**src/hdl/longest_increasing_subsequence_top_macros.svh**
```systemverilog
// Assertion helpers for the top-level RTL file.
// Each macro expects signals clk and rst_n in the scope where it is used.
`ifndef LONGEST_INCREASING_SUBSEQUENCE_TOP_MACROS_SVH
`define LONGEST_INCREASING_SUBSEQUENCE_TOP_MACROS_SVH

// Same-cycle implication.
`define LIS_ASSERT_NOW(lbl, ante, cons) \
  lbl: assert property (@(posedge clk) disable iff (!rst_n) (ante) |-> (cons)) \
    else $error("assertion failed in longest increasing subsequence block");

// Next-cycle implication.
`define LIS_ASSERT_NEXT(lbl, ante, cons) \
  lbl: assert property (@(posedge clk) disable iff (!rst_n) (ante) |=> (cons)) \
    else $error("assertion failed in longest increasing subsequence block");

`endif

```
**src/hdl/lis_pkg.sv**
```systemverilog
// ----------------------------------------------------------------------------
// lis_pkg
// Shared constants and the sequencer state type of the subsequence block.
// ----------------------------------------------------------------------------
`default_nettype none

package lis_pkg;

  localparam int MAX_ELEMS_DEF = 64;
  localparam int DATA_W        = 32;
  localparam int POS_W         = 6;
  localparam int LEN_W         = 7;
  localparam int OUT_TDATA_W   = 48;

  typedef enum logic [2:0] {
    ST_LOAD,
    ST_DP_HEAD,
    ST_DP_VI,
    ST_DP_SCAN,
    ST_WALK_RD,
    ST_WALK_CHK
  } lis_state_t;

endpackage

`default_nettype wire

```
**src/hdl/longest_increasing_subsequence_top.sv**
```systemverilog
// ----------------------------------------------------------------------------
// longest_increasing_subsequence_top
// Finds a longest strictly increasing subsequence of a streamed run of values.
// ----------------------------------------------------------------------------
// Usage: values arrive on the in_ stream, one signed 32-bit value per beat;
// in_tlast marks the final beat of a run. Up to MAX_ELEMS values are kept;
// further beats are dropped and the overflow flag of the run is set.
// Loading accepts one beat per cycle. The last beat starts the computation and
// in_tready stays low until it completes. A single compare/add unit works
// through the quadratic length table, one (i, j) pair per cycle over the two
// store read ports. The walk back then reads the store from its end, one
// position per pass through the states ST_WALK_RD and ST_WALK_CHK.
// The out_ stream gives one beat per kept element, highest subsequence
// position first; out_tlast marks the beat with position 0. The result sits
// in an output register, so loading of the next run goes on while it waits.
// A stalled receiver halts the walk at the next kept element until the
// register frees. Reset (synchronous, active low) empties the store and
// clears the control flags but not the tdata, tuser and tlast registers;
// no clearing pass is needed since only written entries are ever read.
// ----------------------------------------------------------------------------
`default_nettype none

`include "longest_increasing_subsequence_top_macros.svh"

module longest_increasing_subsequence_top #(
  parameter int MAX_ELEMS = lis_pkg::MAX_ELEMS_DEF
) (
  input  wire logic                            clk,
  input  wire logic                            rst_n,
  // in_tdata: value[31:0]
  input  wire logic [lis_pkg::DATA_W-1:0]      in_tdata,
  input  wire logic                            in_tlast,
  input  wire logic                            in_tvalid,
  output logic                                 in_tready,
  // out_tdata: element[31:0], position[37:32], seq_length[44:38], zero pad
  output logic [lis_pkg::OUT_TDATA_W-1:0]      out_tdata,
  // out_tuser: overflow
  output logic                                 out_tuser,
  output logic                                 out_tlast,
  output logic                                 out_tvalid,
  input  wire logic                            out_tready
);

  localparam int IDX_W = (MAX_ELEMS > 1) ? $clog2(MAX_ELEMS) : 1;
  localparam int CNT_W = $clog2(MAX_ELEMS + 1);
  localparam int DW    = lis_pkg::DATA_W;
  localparam int PAD_W = lis_pkg::OUT_TDATA_W - DW - lis_pkg::POS_W - lis_pkg::LEN_W;

  lis_pkg::lis_state_t state_r, state_nxt;

  logic [DW-1:0]    vmem [MAX_ELEMS];
  logic [CNT_W-1:0] lmem [MAX_ELEMS];

  logic [DW-1:0]    vrd_r;
  logic [CNT_W-1:0] lrd_r;
  logic [CNT_W-1:0] rd_idx;

  logic [CNT_W-1:0] cnt_r, cnt_nxt;
  logic             ovf_r, ovf_nxt;
  logic [CNT_W-1:0] best_r, best_nxt;
  logic [CNT_W-1:0] i_r, i_nxt;
  logic [CNT_W-1:0] j_r, j_nxt;
  logic             pend_r, pend_nxt;
  logic [DW-1:0]    vi_r, vi_nxt;
  logic [CNT_W-1:0] len_r, len_nxt;
  logic [CNT_W-1:0] w_r, w_nxt;
  logic [CNT_W-1:0] tgt_r, tgt_nxt;
  logic [DW-1:0]    bound_r, bound_nxt;
  logic             hb_r, hb_nxt;

  logic                       ov_r, ov_nxt;
  logic [DW-1:0]              o_elem_r, o_elem_nxt;
  logic [lis_pkg::POS_W-1:0]  o_pos_r, o_pos_nxt;
  logic [lis_pkg::LEN_W-1:0]  o_len_r, o_len_nxt;
  logic                       o_ovf_r, o_ovf_nxt;
  logic                       o_last_r, o_last_nxt;

  logic in_acc;
  logic issue;
  logic scan_done;
  logic row_last;
  logic walk_match;
  logic can_load;
  logic lwr_en;
  logic [CNT_W-1:0] best_upd;
  logic load_st;
  logic in_walk;
  logic last_emit;

  assign in_acc    = in_tvalid && in_tready;
  assign issue     = (j_r < i_r);
  assign scan_done = !issue && !pend_r;
  assign row_last  = ((i_r + 1'b1) == cnt_r);
  assign best_upd  = (len_r > best_r) ? len_r : best_r;
  assign can_load  = !ov_r || out_tready;
  assign walk_match = (lrd_r == tgt_r) &&
                      (!hb_r || ($signed(vrd_r) < $signed(bound_r)));
  assign lwr_en    = (state_r == lis_pkg::ST_DP_SCAN) && scan_done;
  assign load_st   = (state_r == lis_pkg::ST_LOAD);
  assign in_walk   = (state_r == lis_pkg::ST_WALK_RD) || (state_r == lis_pkg::ST_WALK_CHK);
  assign last_emit = (state_r == lis_pkg::ST_WALK_CHK) && walk_match && can_load &&
                     (tgt_r == CNT_W'(1));

  // Next state.
  always_comb begin
    state_nxt = state_r;
    case (state_r)
      lis_pkg::ST_LOAD: begin
        if (in_acc && in_tlast) state_nxt = lis_pkg::ST_DP_HEAD;
      end
      lis_pkg::ST_DP_HEAD: state_nxt = lis_pkg::ST_DP_VI;
      lis_pkg::ST_DP_VI:   state_nxt = lis_pkg::ST_DP_SCAN;
      lis_pkg::ST_DP_SCAN: begin
        if (scan_done) begin
          state_nxt = row_last ? lis_pkg::ST_WALK_RD : lis_pkg::ST_DP_HEAD;
        end
      end
      lis_pkg::ST_WALK_RD: begin
        state_nxt = (w_r == '0) ? lis_pkg::ST_LOAD : lis_pkg::ST_WALK_CHK;
      end
      lis_pkg::ST_WALK_CHK: begin
        if (!walk_match) begin
          state_nxt = lis_pkg::ST_WALK_RD;
        end else if (can_load) begin
          state_nxt = (tgt_r == CNT_W'(1)) ? lis_pkg::ST_LOAD : lis_pkg::ST_WALK_RD;
        end
      end
      default: state_nxt = lis_pkg::ST_LOAD;
    endcase
  end

  // Datapath and outputs.
  always_comb begin
    in_tready  = (state_r == lis_pkg::ST_LOAD);
    cnt_nxt    = cnt_r;
    ovf_nxt    = ovf_r;
    best_nxt   = best_r;
    i_nxt      = i_r;
    j_nxt      = j_r;
    pend_nxt   = pend_r;
    vi_nxt     = vi_r;
    len_nxt    = len_r;
    w_nxt      = w_r;
    tgt_nxt    = tgt_r;
    bound_nxt  = bound_r;
    hb_nxt     = hb_r;
    ov_nxt     = ov_r && !out_tready;
    o_elem_nxt = o_elem_r;
    o_pos_nxt  = o_pos_r;
    o_len_nxt  = o_len_r;
    o_ovf_nxt  = o_ovf_r;
    o_last_nxt = o_last_r;
    rd_idx     = j_r;

    case (state_r)
      lis_pkg::ST_LOAD: begin
        if (in_acc) begin
          if (cnt_r < CNT_W'(MAX_ELEMS)) begin
            cnt_nxt = cnt_r + 1'b1;
          end else begin
            ovf_nxt = 1'b1;
          end
          if (in_tlast) begin
            i_nxt    = '0;
            best_nxt = '0;
          end
        end
      end
      lis_pkg::ST_DP_HEAD: begin
        rd_idx = i_r;
      end
      lis_pkg::ST_DP_VI: begin
        vi_nxt   = vrd_r;
        len_nxt  = CNT_W'(1);
        j_nxt    = '0;
        pend_nxt = 1'b0;
      end
      lis_pkg::ST_DP_SCAN: begin
        // Reads of position j issue here; the compare sees them in the following cycle.
        rd_idx   = j_r;
        pend_nxt = issue;
        if (issue) j_nxt = j_r + 1'b1;
        if (pend_r && ($signed(vi_r) > $signed(vrd_r)) &&
            ((lrd_r + 1'b1) > len_r)) begin
          len_nxt = lrd_r + 1'b1;
        end
        if (scan_done) begin
          best_nxt = best_upd;
          i_nxt    = i_r + 1'b1;
          if (row_last) begin
            w_nxt   = cnt_r;
            tgt_nxt = best_upd;
            hb_nxt  = 1'b0;
          end
        end
      end
      lis_pkg::ST_WALK_RD: begin
        rd_idx = w_r - 1'b1;
        if (w_r == '0) begin
          cnt_nxt = '0;
          ovf_nxt = 1'b0;
        end
      end
      lis_pkg::ST_WALK_CHK: begin
        rd_idx = w_r - 1'b1;
        if (!walk_match) begin
          w_nxt = w_r - 1'b1;
        end else if (can_load) begin
          ov_nxt     = 1'b1;
          o_elem_nxt = vrd_r;
          o_pos_nxt  = lis_pkg::POS_W'(tgt_r - 1'b1);
          o_len_nxt  = lis_pkg::LEN_W'(best_r);
          o_ovf_nxt  = ovf_r;
          o_last_nxt = (tgt_r == CNT_W'(1));
          bound_nxt  = vrd_r;
          hb_nxt     = 1'b1;
          tgt_nxt    = tgt_r - 1'b1;
          w_nxt      = w_r - 1'b1;
          if (tgt_r == CNT_W'(1)) begin
            cnt_nxt = '0;
            ovf_nxt = 1'b0;
          end
        end
      end
      default: begin
        rd_idx = j_r;
      end
    endcase
  end

  // Stores: one write and one registered read each per cycle.
  always_ff @(posedge clk) begin
    if (in_acc && (cnt_r < CNT_W'(MAX_ELEMS))) begin
      vmem[cnt_r[IDX_W-1:0]] <= in_tdata;
    end
    vrd_r <= vmem[rd_idx[IDX_W-1:0]];
  end

  always_ff @(posedge clk) begin
    if (lwr_en) begin
      lmem[i_r[IDX_W-1:0]] <= len_r;
    end
    lrd_r <= lmem[rd_idx[IDX_W-1:0]];
  end

  always_ff @(posedge clk) begin
    if (!rst_n) begin
      state_r <= lis_pkg::ST_LOAD;
      cnt_r   <= '0;
      ovf_r   <= 1'b0;
      best_r  <= '0;
      i_r     <= '0;
      j_r     <= '0;
      pend_r  <= 1'b0;
      w_r     <= '0;
      tgt_r   <= '0;
      hb_r    <= 1'b0;
      ov_r    <= 1'b0;
    end else begin
      state_r <= state_nxt;
      cnt_r   <= cnt_nxt;
      ovf_r   <= ovf_nxt;
      best_r  <= best_nxt;
      i_r     <= i_nxt;
      j_r     <= j_nxt;
      pend_r  <= pend_nxt;
      w_r     <= w_nxt;
      tgt_r   <= tgt_nxt;
      hb_r    <= hb_nxt;
      ov_r    <= ov_nxt;
    end
  end

  always_ff @(posedge clk) begin
    vi_r     <= vi_nxt;
    len_r    <= len_nxt;
    bound_r  <= bound_nxt;
    o_elem_r <= o_elem_nxt;
    o_pos_r  <= o_pos_nxt;
    o_len_r  <= o_len_nxt;
    o_ovf_r  <= o_ovf_nxt;
    o_last_r <= o_last_nxt;
  end

  assign out_tvalid = ov_r;
  assign out_tdata  = {{PAD_W{1'b0}}, o_len_r, o_pos_r, o_elem_r};
  assign out_tuser  = o_ovf_r;
  assign out_tlast  = o_last_r;

  `LIS_ASSERT_NOW(a_cnt_bound, 1'b1, cnt_r <= CNT_W'(MAX_ELEMS))
  `LIS_ASSERT_NOW(a_scan_order, state_r == lis_pkg::ST_DP_SCAN, j_r <= i_r)
  `LIS_ASSERT_NOW(a_walk_target, in_walk, tgt_r != '0)
  `LIS_ASSERT_NOW(a_last_pos0, ov_r && o_last_r, o_pos_r == '0)
  `LIS_ASSERT_NEXT(a_final_emit, last_emit, load_st && (cnt_r == '0) && out_tvalid && out_tlast)

endmodule

`default_nettype wire
```
**config.mk**
```make
export PLATFORM = sky130hd
export DESIGN_NAME = longest_increasing_subsequence_top
export DESIGN_NICKNAME = d
export VERILOG_FILES = /design/src/hdl/lis_pkg.sv /design/src/hdl/longest_increasing_subsequence_top.sv
export VERILOG_INCLUDE_DIRS = /design/src /design/src/hdl
export SDC_FILE = /design/constraint.sdc
export NUM_CORES = 2
export LEC_CHECK = 0
export BUFFER_PORTS_ARGS = -buffer_cell sky130_fd_sc_hd__clkbuf_2
export CAP_MARGIN = 20
export CORE_MARGIN = 2
export CORE_UTILIZATION = 65
export CTS_BUF_LIST = sky130_fd_sc_hd__clkbuf_8
export DETAILED_ROUTE_END_ITERATION = 16
export GPL_ROUTABILITY_DRIVEN = 0
export PLACE_DENSITY = 0.79
export SKIP_CTS_REPAIR_TIMING = 1
export SKIP_LAST_GASP = 1
export SLEW_MARGIN = 15
export SYNTH_ARGS = -nofsm -noshare
export SYNTH_HDL_FRONTEND = slang
export SYNTH_SLANG_ARGS = --single-unit
```
**constraint.sdc**
```tcl
create_clock -name clk -period 4.6 [get_ports clk]
set_clock_uncertainty 0.2 [all_clocks]
set_input_delay 1.38 -clock clk [delete_from_list [all_inputs] [get_ports clk]]
set_output_delay 1.38 -clock clk [all_outputs]
set_load 0.01 [all_outputs]
```
Word-level counts from Yosys, hierarchy flattened
Memories as Yosys holds them, arrays and structs flattened. A register that Yosys moved wholly into a read port is not among the register bits.
Index checks and enable logic that the tools add are counted.
W data, S select, Z words.
{"block": "classes", "n_addsub": 6, "n_lt_le_gt_ge": 6, "eq_ne": 22, "muxes": 57, "n_reduce_logical": 32}
{"op": "$mux W7", "count": 21}
{"op": "$pmux W7 S2", "count": 6}
{"op": "$gt A32 B32 Y1", "count": 1}
{"op": "$lt A32 B32 Y1", "count": 1}
{"op": "$add A7 B1 Y7 const B", "count": 4}
{"op": "$mux W3", "count": 7}
{"op": "$pmux W7 S3", "count": 1}
{"op": "$pmux W3 S6", "count": 1}
{"op": "$mux W1", "count": 17}
{"op": "$eq A7 B7 Y1", "count": 2}
{"op": "$gt A7 B7 Y1", "count": 2}
{"op": "$ne A2 B2 Y1 const B", "count": 7}
{"op": "$reduce_and A7 Y1", "count": 2}
{"op": "$sub A7 B1 Y7 const B", "count": 2}
{"op": "$ne A2 B1 Y1 const B", "count": 6}
{"op": "$pmux W6 S2", "count": 1}
{"op": "$logic_and A1 B1 Y1", "count": 9}
{"op": "$reduce_and A4 Y1", "count": 2}
{"op": "$eq A7 B1 Y1 const B", "count": 1}
{"op": "$logic_not A7 Y1", "count": 1}
{"op": "$lt A7 B7 Y1", "count": 1}
{"op": "$lt A7 B7 Y1 const B", "count": 1}
{"op": "$eq A3 B2 Y1 const B", "count": 2}
{"op": "$eq A3 B3 Y1 const B", "count": 2}
{"op": "13 further kinds", "count": 23}
{"block": "totals", "regBits": 135, "mem_bits_rw": 2496, "inputBits": 37, "output_inout_bits": 52, "wordCells": 143, "n_memories": 2}
{"name": "vmem", "words": 64, "word_bits": 32, "rd": 1, "rd_clocked_by_memory_dff": 1, "write_ports": 1, "line_no": "longest_increasing_subsequence_top.sv:51", "rtl": "logic [DW-1:0] vmem [MAX_ELEMS];"}
{"name": "lmem", "words": 64, "word_bits": 7, "rd": 1, "rd_clocked_by_memory_dff": 1, "write_ports": 1, "line_no": "longest_increasing_subsequence_top.sv:52", "rtl": "logic [CNT_W-1:0] lmem [MAX_ELEMS];"}

Longest topological paths before layout
{"block": "logic_depth", "word_depth": 6, "mapped_depth": 15, "depth_no_buf": 10}

Worst setup path before layout
No wires, ideal clock.
{"block": "synth_path", "path_kind": "input -> register", "start": "input port in_tvalid", "end": "memory vmem[63][0] in the netlist's numbering, enable pin", "setup_ps": 421, "t_arrival_ps": 3607, "required_time_ps": 3979, "path_slack_ps": 372, "cell_stages": 5, "n_path_buf": 1, "path_cell_list": "nor3b_1 > and2_1 > nand3_1 > clkbuf_1 > nor2_1"}
{"block": "synth_between", "elab_chain_len": 4}
{"element": "start, declared", "line_no": "longest_increasing_subsequence_top.sv:33", "rtl": "input wire logic in_tvalid,"}
{"element": "$logic_and A1 B1 Y1", "line_no": "longest_increasing_subsequence_top.sv:90", "rtl": "assign in_acc = in_tvalid && in_tready;"}
{"element": "$logic_and A1 B1 Y1", "line_no": "longest_increasing_subsequence_top.sv:233", "rtl": "if (in_acc && (cnt_r < CNT_W'(MAX_ELEMS))) begin"}
{"element": "$mux W1", "line_no": "longest_increasing_subsequence_top.sv:233"}
{"element": "$mux W1 (implied by the code)", "line_no": "longest_increasing_subsequence_top.sv:234", "rtl": "vmem[cnt_r[IDX_W-1:0]] <= in_tdata;"}
{"element": "end, declared", "line_no": "longest_increasing_subsequence_top.sv:51"}
No other way between the ends.

Final worst setup path
{"block": "layout_path", "start": "register w_r[0]", "end": "register vrd_r[6], read port of vmem"}
{"block": "layout_between", "elab_chain_len": 2}
{"element": "start, declared", "line_no": "longest_increasing_subsequence_top.sv:66", "rtl": "logic [CNT_W-1:0] w_r, w_nxt;"}
{"element": "start signal, assigned", "line_no": "longest_increasing_subsequence_top.sv:267", "rtl": "w_r <= w_nxt;"}
{"element": "$sub A7 B1 Y7"}
{"element": "$pmux W6 S2", "line_no": "longest_increasing_subsequence_top.sv:155", "rtl": "case (state_r)"}
{"element": "end, declared", "line_no": "longest_increasing_subsequence_top.sv:54", "rtl": "logic [DW-1:0] vrd_r;"}
No other way between the ends.
A chain may end at the register's enable or synchronous reset.

==> results by group <==
Hold path
  • Worst min path class: reg -> reg
  • Hold Path End: hb_r$_SDFFE_PN0P_
  • Worst hold path depth: 2
  • Hold path start: hb_r$_SDFFE_PN0P_

Worst setup path
  • Levels on crit path: 12
  • Worst-path cell chain: inv_1 -> ha_1 -> nor3b_1 -> a2111o_2 -> buf_12 -> buf_4 -> buf_4 -> mux4_2 -> mux2i_1 -> a21oi_1 -> a32oi_2 -> o21ai_0
  • CP Data Arrival Time: 5230 ps
  • R2R cell count: 12
  • Worst-path maximum fanout: 37
  • Worst Setup Start Kind: flip-flop
  • Slowest cell on crit path: a32oi_2
  • CP most frequent cell: buf_4
  • Crit Path Class: reg -> reg
  • CP bufs+invs: 4
  • Max incr delay on CP: 590 ps
  • R2R setup slack: 20 ps
  • Worst flop-to-flop path endpoint: vrd_r[6]$_DFF_P_
  • R2R Path Start: w_r[0]$_SDFFE_PN0P_
  • Top delay family on crit path: compound AO/OA/AOI/OAI gates
  • CP Data Required Time: 5250 ps
  • Critical Path Sink Type: flip-flop

Synthesis
  • Post-synth ARST share: 0%
  • Post-synth top area share: 72.9%
  • Synth top area cells: edfxtp_1, mux4_2, nand2_1
  • Top cell type by total area after synthesis: edfxtp_1
  • Most frequent cells after synthesis: edfxtp_1, nand2_1, mux4_2
  • Sequential area share after synthesis: 74.6%
  • Most used flip-flop cell after synthesis: edfxtp_1
  • Count leader, synth: edfxtp_1
  • Mapped Area: 106000 um2
  • Syn Inst Count: 5857
  • EDFF count, synth: 2582
  • Synth Register Bits: 2670
  • Distinct cells, synth: 96
  • Ys Warns: 0
  • Mean post-synth cell area: 18.2 um2

Timing
  • Hold WS: 279 ps
  • Max-slew violations: 0
  • RSZ-0062 raised after global routing: true
  • Crit path time final: 4580 ps
  • Worst Tran Pin Value: 1210 ps
  • Relative slew slack: 19.2%
  • Final WS setup: 23.1 ps
  • Final setup viols: 0
  • Final hold viol count: 0
  • Final period util: 99.5%
  • Top achievable clock speed: 218 MHz

Power and ir drop
  • Max VDD drop: 372 uV
  • Power density over cell area: 401 nW/um2
  • Clock power share: 37.7%
  • Seq pwr share: 56.8%
  • Leak Pwr: 39.9 nW
  • Switch share: 23.1%
  • Int Pwr: 36.8 mW
  • Gate power share: 5.5%
  • Sw power: 11.0 mW

Routing
  • First DRT Iteration DRCs: 10100
  • Detailed Routing Iterations Pass 1: 8
  • # DRC: 0
  • Vias: 61700
  • Routed len/inst: 33.0 um
  • Via density: 6.91
  • Routed Wire Length: 295000 um
  • DRT antenna net count: 0

Cells and area
  • Final nets: 6572
  • Area Growth Syn to Fin: 12.1%
  • Share of layout cells above drive strength 1: 23.1%

Floorplan
  • Die H: 408 um
  • Die width: 408 um
  • Ports: 89
  • Row count: 148
  • Starting Density: 65.4%
  • Die footprint: 167000 um2
  • Std-Cell Core Area: 163000 um2

GRT
  • Initial antenna violation count: 18
  • Gr usage total: 35.4%
  • Vias in the first global route: 60300
  • Pin count of the biggest net entering global routing: 97
  • GRT overflow: 0
  • First-pass GRT wire length: 419000 um

Place
  • Place WS: -227 ps
  • Port Buffers: 85
  • Final HPWL DP: 179000 um

Clocking
  • Number of buffers created by CTS: 416
  • Clock sinks: 2670
  • CTS max path bufs: 4
  • Worst-path clk slew: 60 ps
  • Skew-Pair Late Insertion Delay: 1140 ps
  • Root Buffer: clkbuf_8
  • H-tree depth: 5
  • CTS tree: yes

Status
  • Status: finished, final reports clean

Run
  • Maxcap violations: 0
-- worst register-to-register path, delay by kind of cell (launching register included) --
family,cells,cell delay (ps)
flip-flops,1,490
AO/OA/AOI/OAI,4,1410
adder cells (fa/ha/maj),1,330
buffers and inverters,4,1050
AND/OR/NAND/NOR,1,360
multiplexers,2,510
-- power by group through the flow --
| stage | Combinational (mW) | Sequential, mW | Clock [mW] |
|---|---|---|---|
| floorplan | 1.26 | 27.5 | 0 |
| global placement | 2.42 | 27.7 | 0 |
| detailed placement | 2.51 | 27.7 | 0 |
| CTS | 2.52 | 27.2 | 18.1 |
| global route | 2.76 | 27.2 | 19.1 |
| finish | 2.63 | 27.2 | 18.0 |
-- metal layers --
layer  GRT usage, %  vias to the layer above  share of wire (%)
met3           12.0                      906                 15
met1           47.3                    30800                 34
met4           16.8                       20                5.4
met2           53.1                     5274                 46
li1               -                    24700                  -
met5              0                        -              0.062
-- sequential cells by signal, indices dropped and copies added (netlist names), 32 cells and up --
| register | count |
|---|---|
| lmem | 448 |
| vrd_r | 32 |
| vmem | 2048 |
| o_elem_r | 32 |
| vi_r | 32 |
-- worst max-delay path by stage --
stage | from | to | slack, ps
6_report | w_r[0]$_SDFFE_PN0P_ | vrd_r[6]$_DFF_P_ | 20
5_1_grt | w_r[0]$_SDFFE_PN0P_ | vrd_r[6]$_DFF_P_ | -110
4_1_cts | state_r[2]$_SDFFE_PN0P_ | vrd_r[6]$_DFF_P_ | -250
3_5_place_dp | state_r[2]$_SDFFE_PN0P_ | vrd_r[6]$_DFF_P_ | -230
3_3_place_gp | w_r[0]$_SDFFE_PN0P_ | vrd_r[8]$_DFF_P_ | -310
2_1_floorplan | in_tvalid | vmem[63][0]$_DFFE_PP_ | 370
-- cell type report --
cell class	count	area, um2
Multi-Input combinational cell	2763	25000
Inverter	97	364
Clock inverter	285	1330
Tap cell	2175	2720
Fill cell	9064	43300
Sequential cell	2670	79300
Antenna cell	8	20.0
Clock buffer	440	6060
Timing Repair Buffer	496	4500
-- metrics by stage --
step / TNS, ps / instance area (um2) / utilization, % / total power, mW / instances
final: 0 / 119000 / 73.3 / 47.9 / 8934
after global routing: -113 / 119000 / 73.3 / 49.1 / 8929
after CTS: -724 / 119000 / 73.2 / 47.8 / 8919
after detailed placement: -593 / 112000 / 68.7 / 30.2 / 8194
after global placement: -539 / 112000 / 68.6 / 30.1 / 8193
after floorplan: 0 / 106000 / - / 28.8 / 5859
-- cells in the final DEF, fill, tap and decap left out, drive strengths merged, types with 10 or more instances in the layout --
master,instances
o21ai,82
edfxtp,2582
inv,222
and2,11
a31oi,79
o22ai,25
o221ai,30
a221oi,27
a21o,20
nand2,694
nor2b,15
clkinv,145
or3,11
a22oi,12
nor3,42
a311oi,19
mux2i,184
nand2b,15
dfxtp,88
clkbuf,523
buf,413
nand4,34
and3,27
nor2,216
a211oi,10
nor4,14
mux4,474
o211ai,21
xnor2,11
nand3,247
ha,91
xor2,19
a21oi,173
a32oi,52
-- cell families after synthesis --
| group | count (synthesis) | share of synthesized area (%) |
|---|---|---|
| other | 1 | 0.00353 |
| DFF | 2670 | 74.6 |
| adders and majority gates | 91 | 1.07 |
| buffers and inverters | 426 | 2.55 |
| and+or+nand+nor | 1356 | 5.60 |
| AOI/OAI and AO/OA | 620 | 4.01 |
| muxes | 663 | 11.9 |
| xor gates and xnor gates | 30 | 0.247 |
Note: power is estimated with default switching activity, not from simulation.
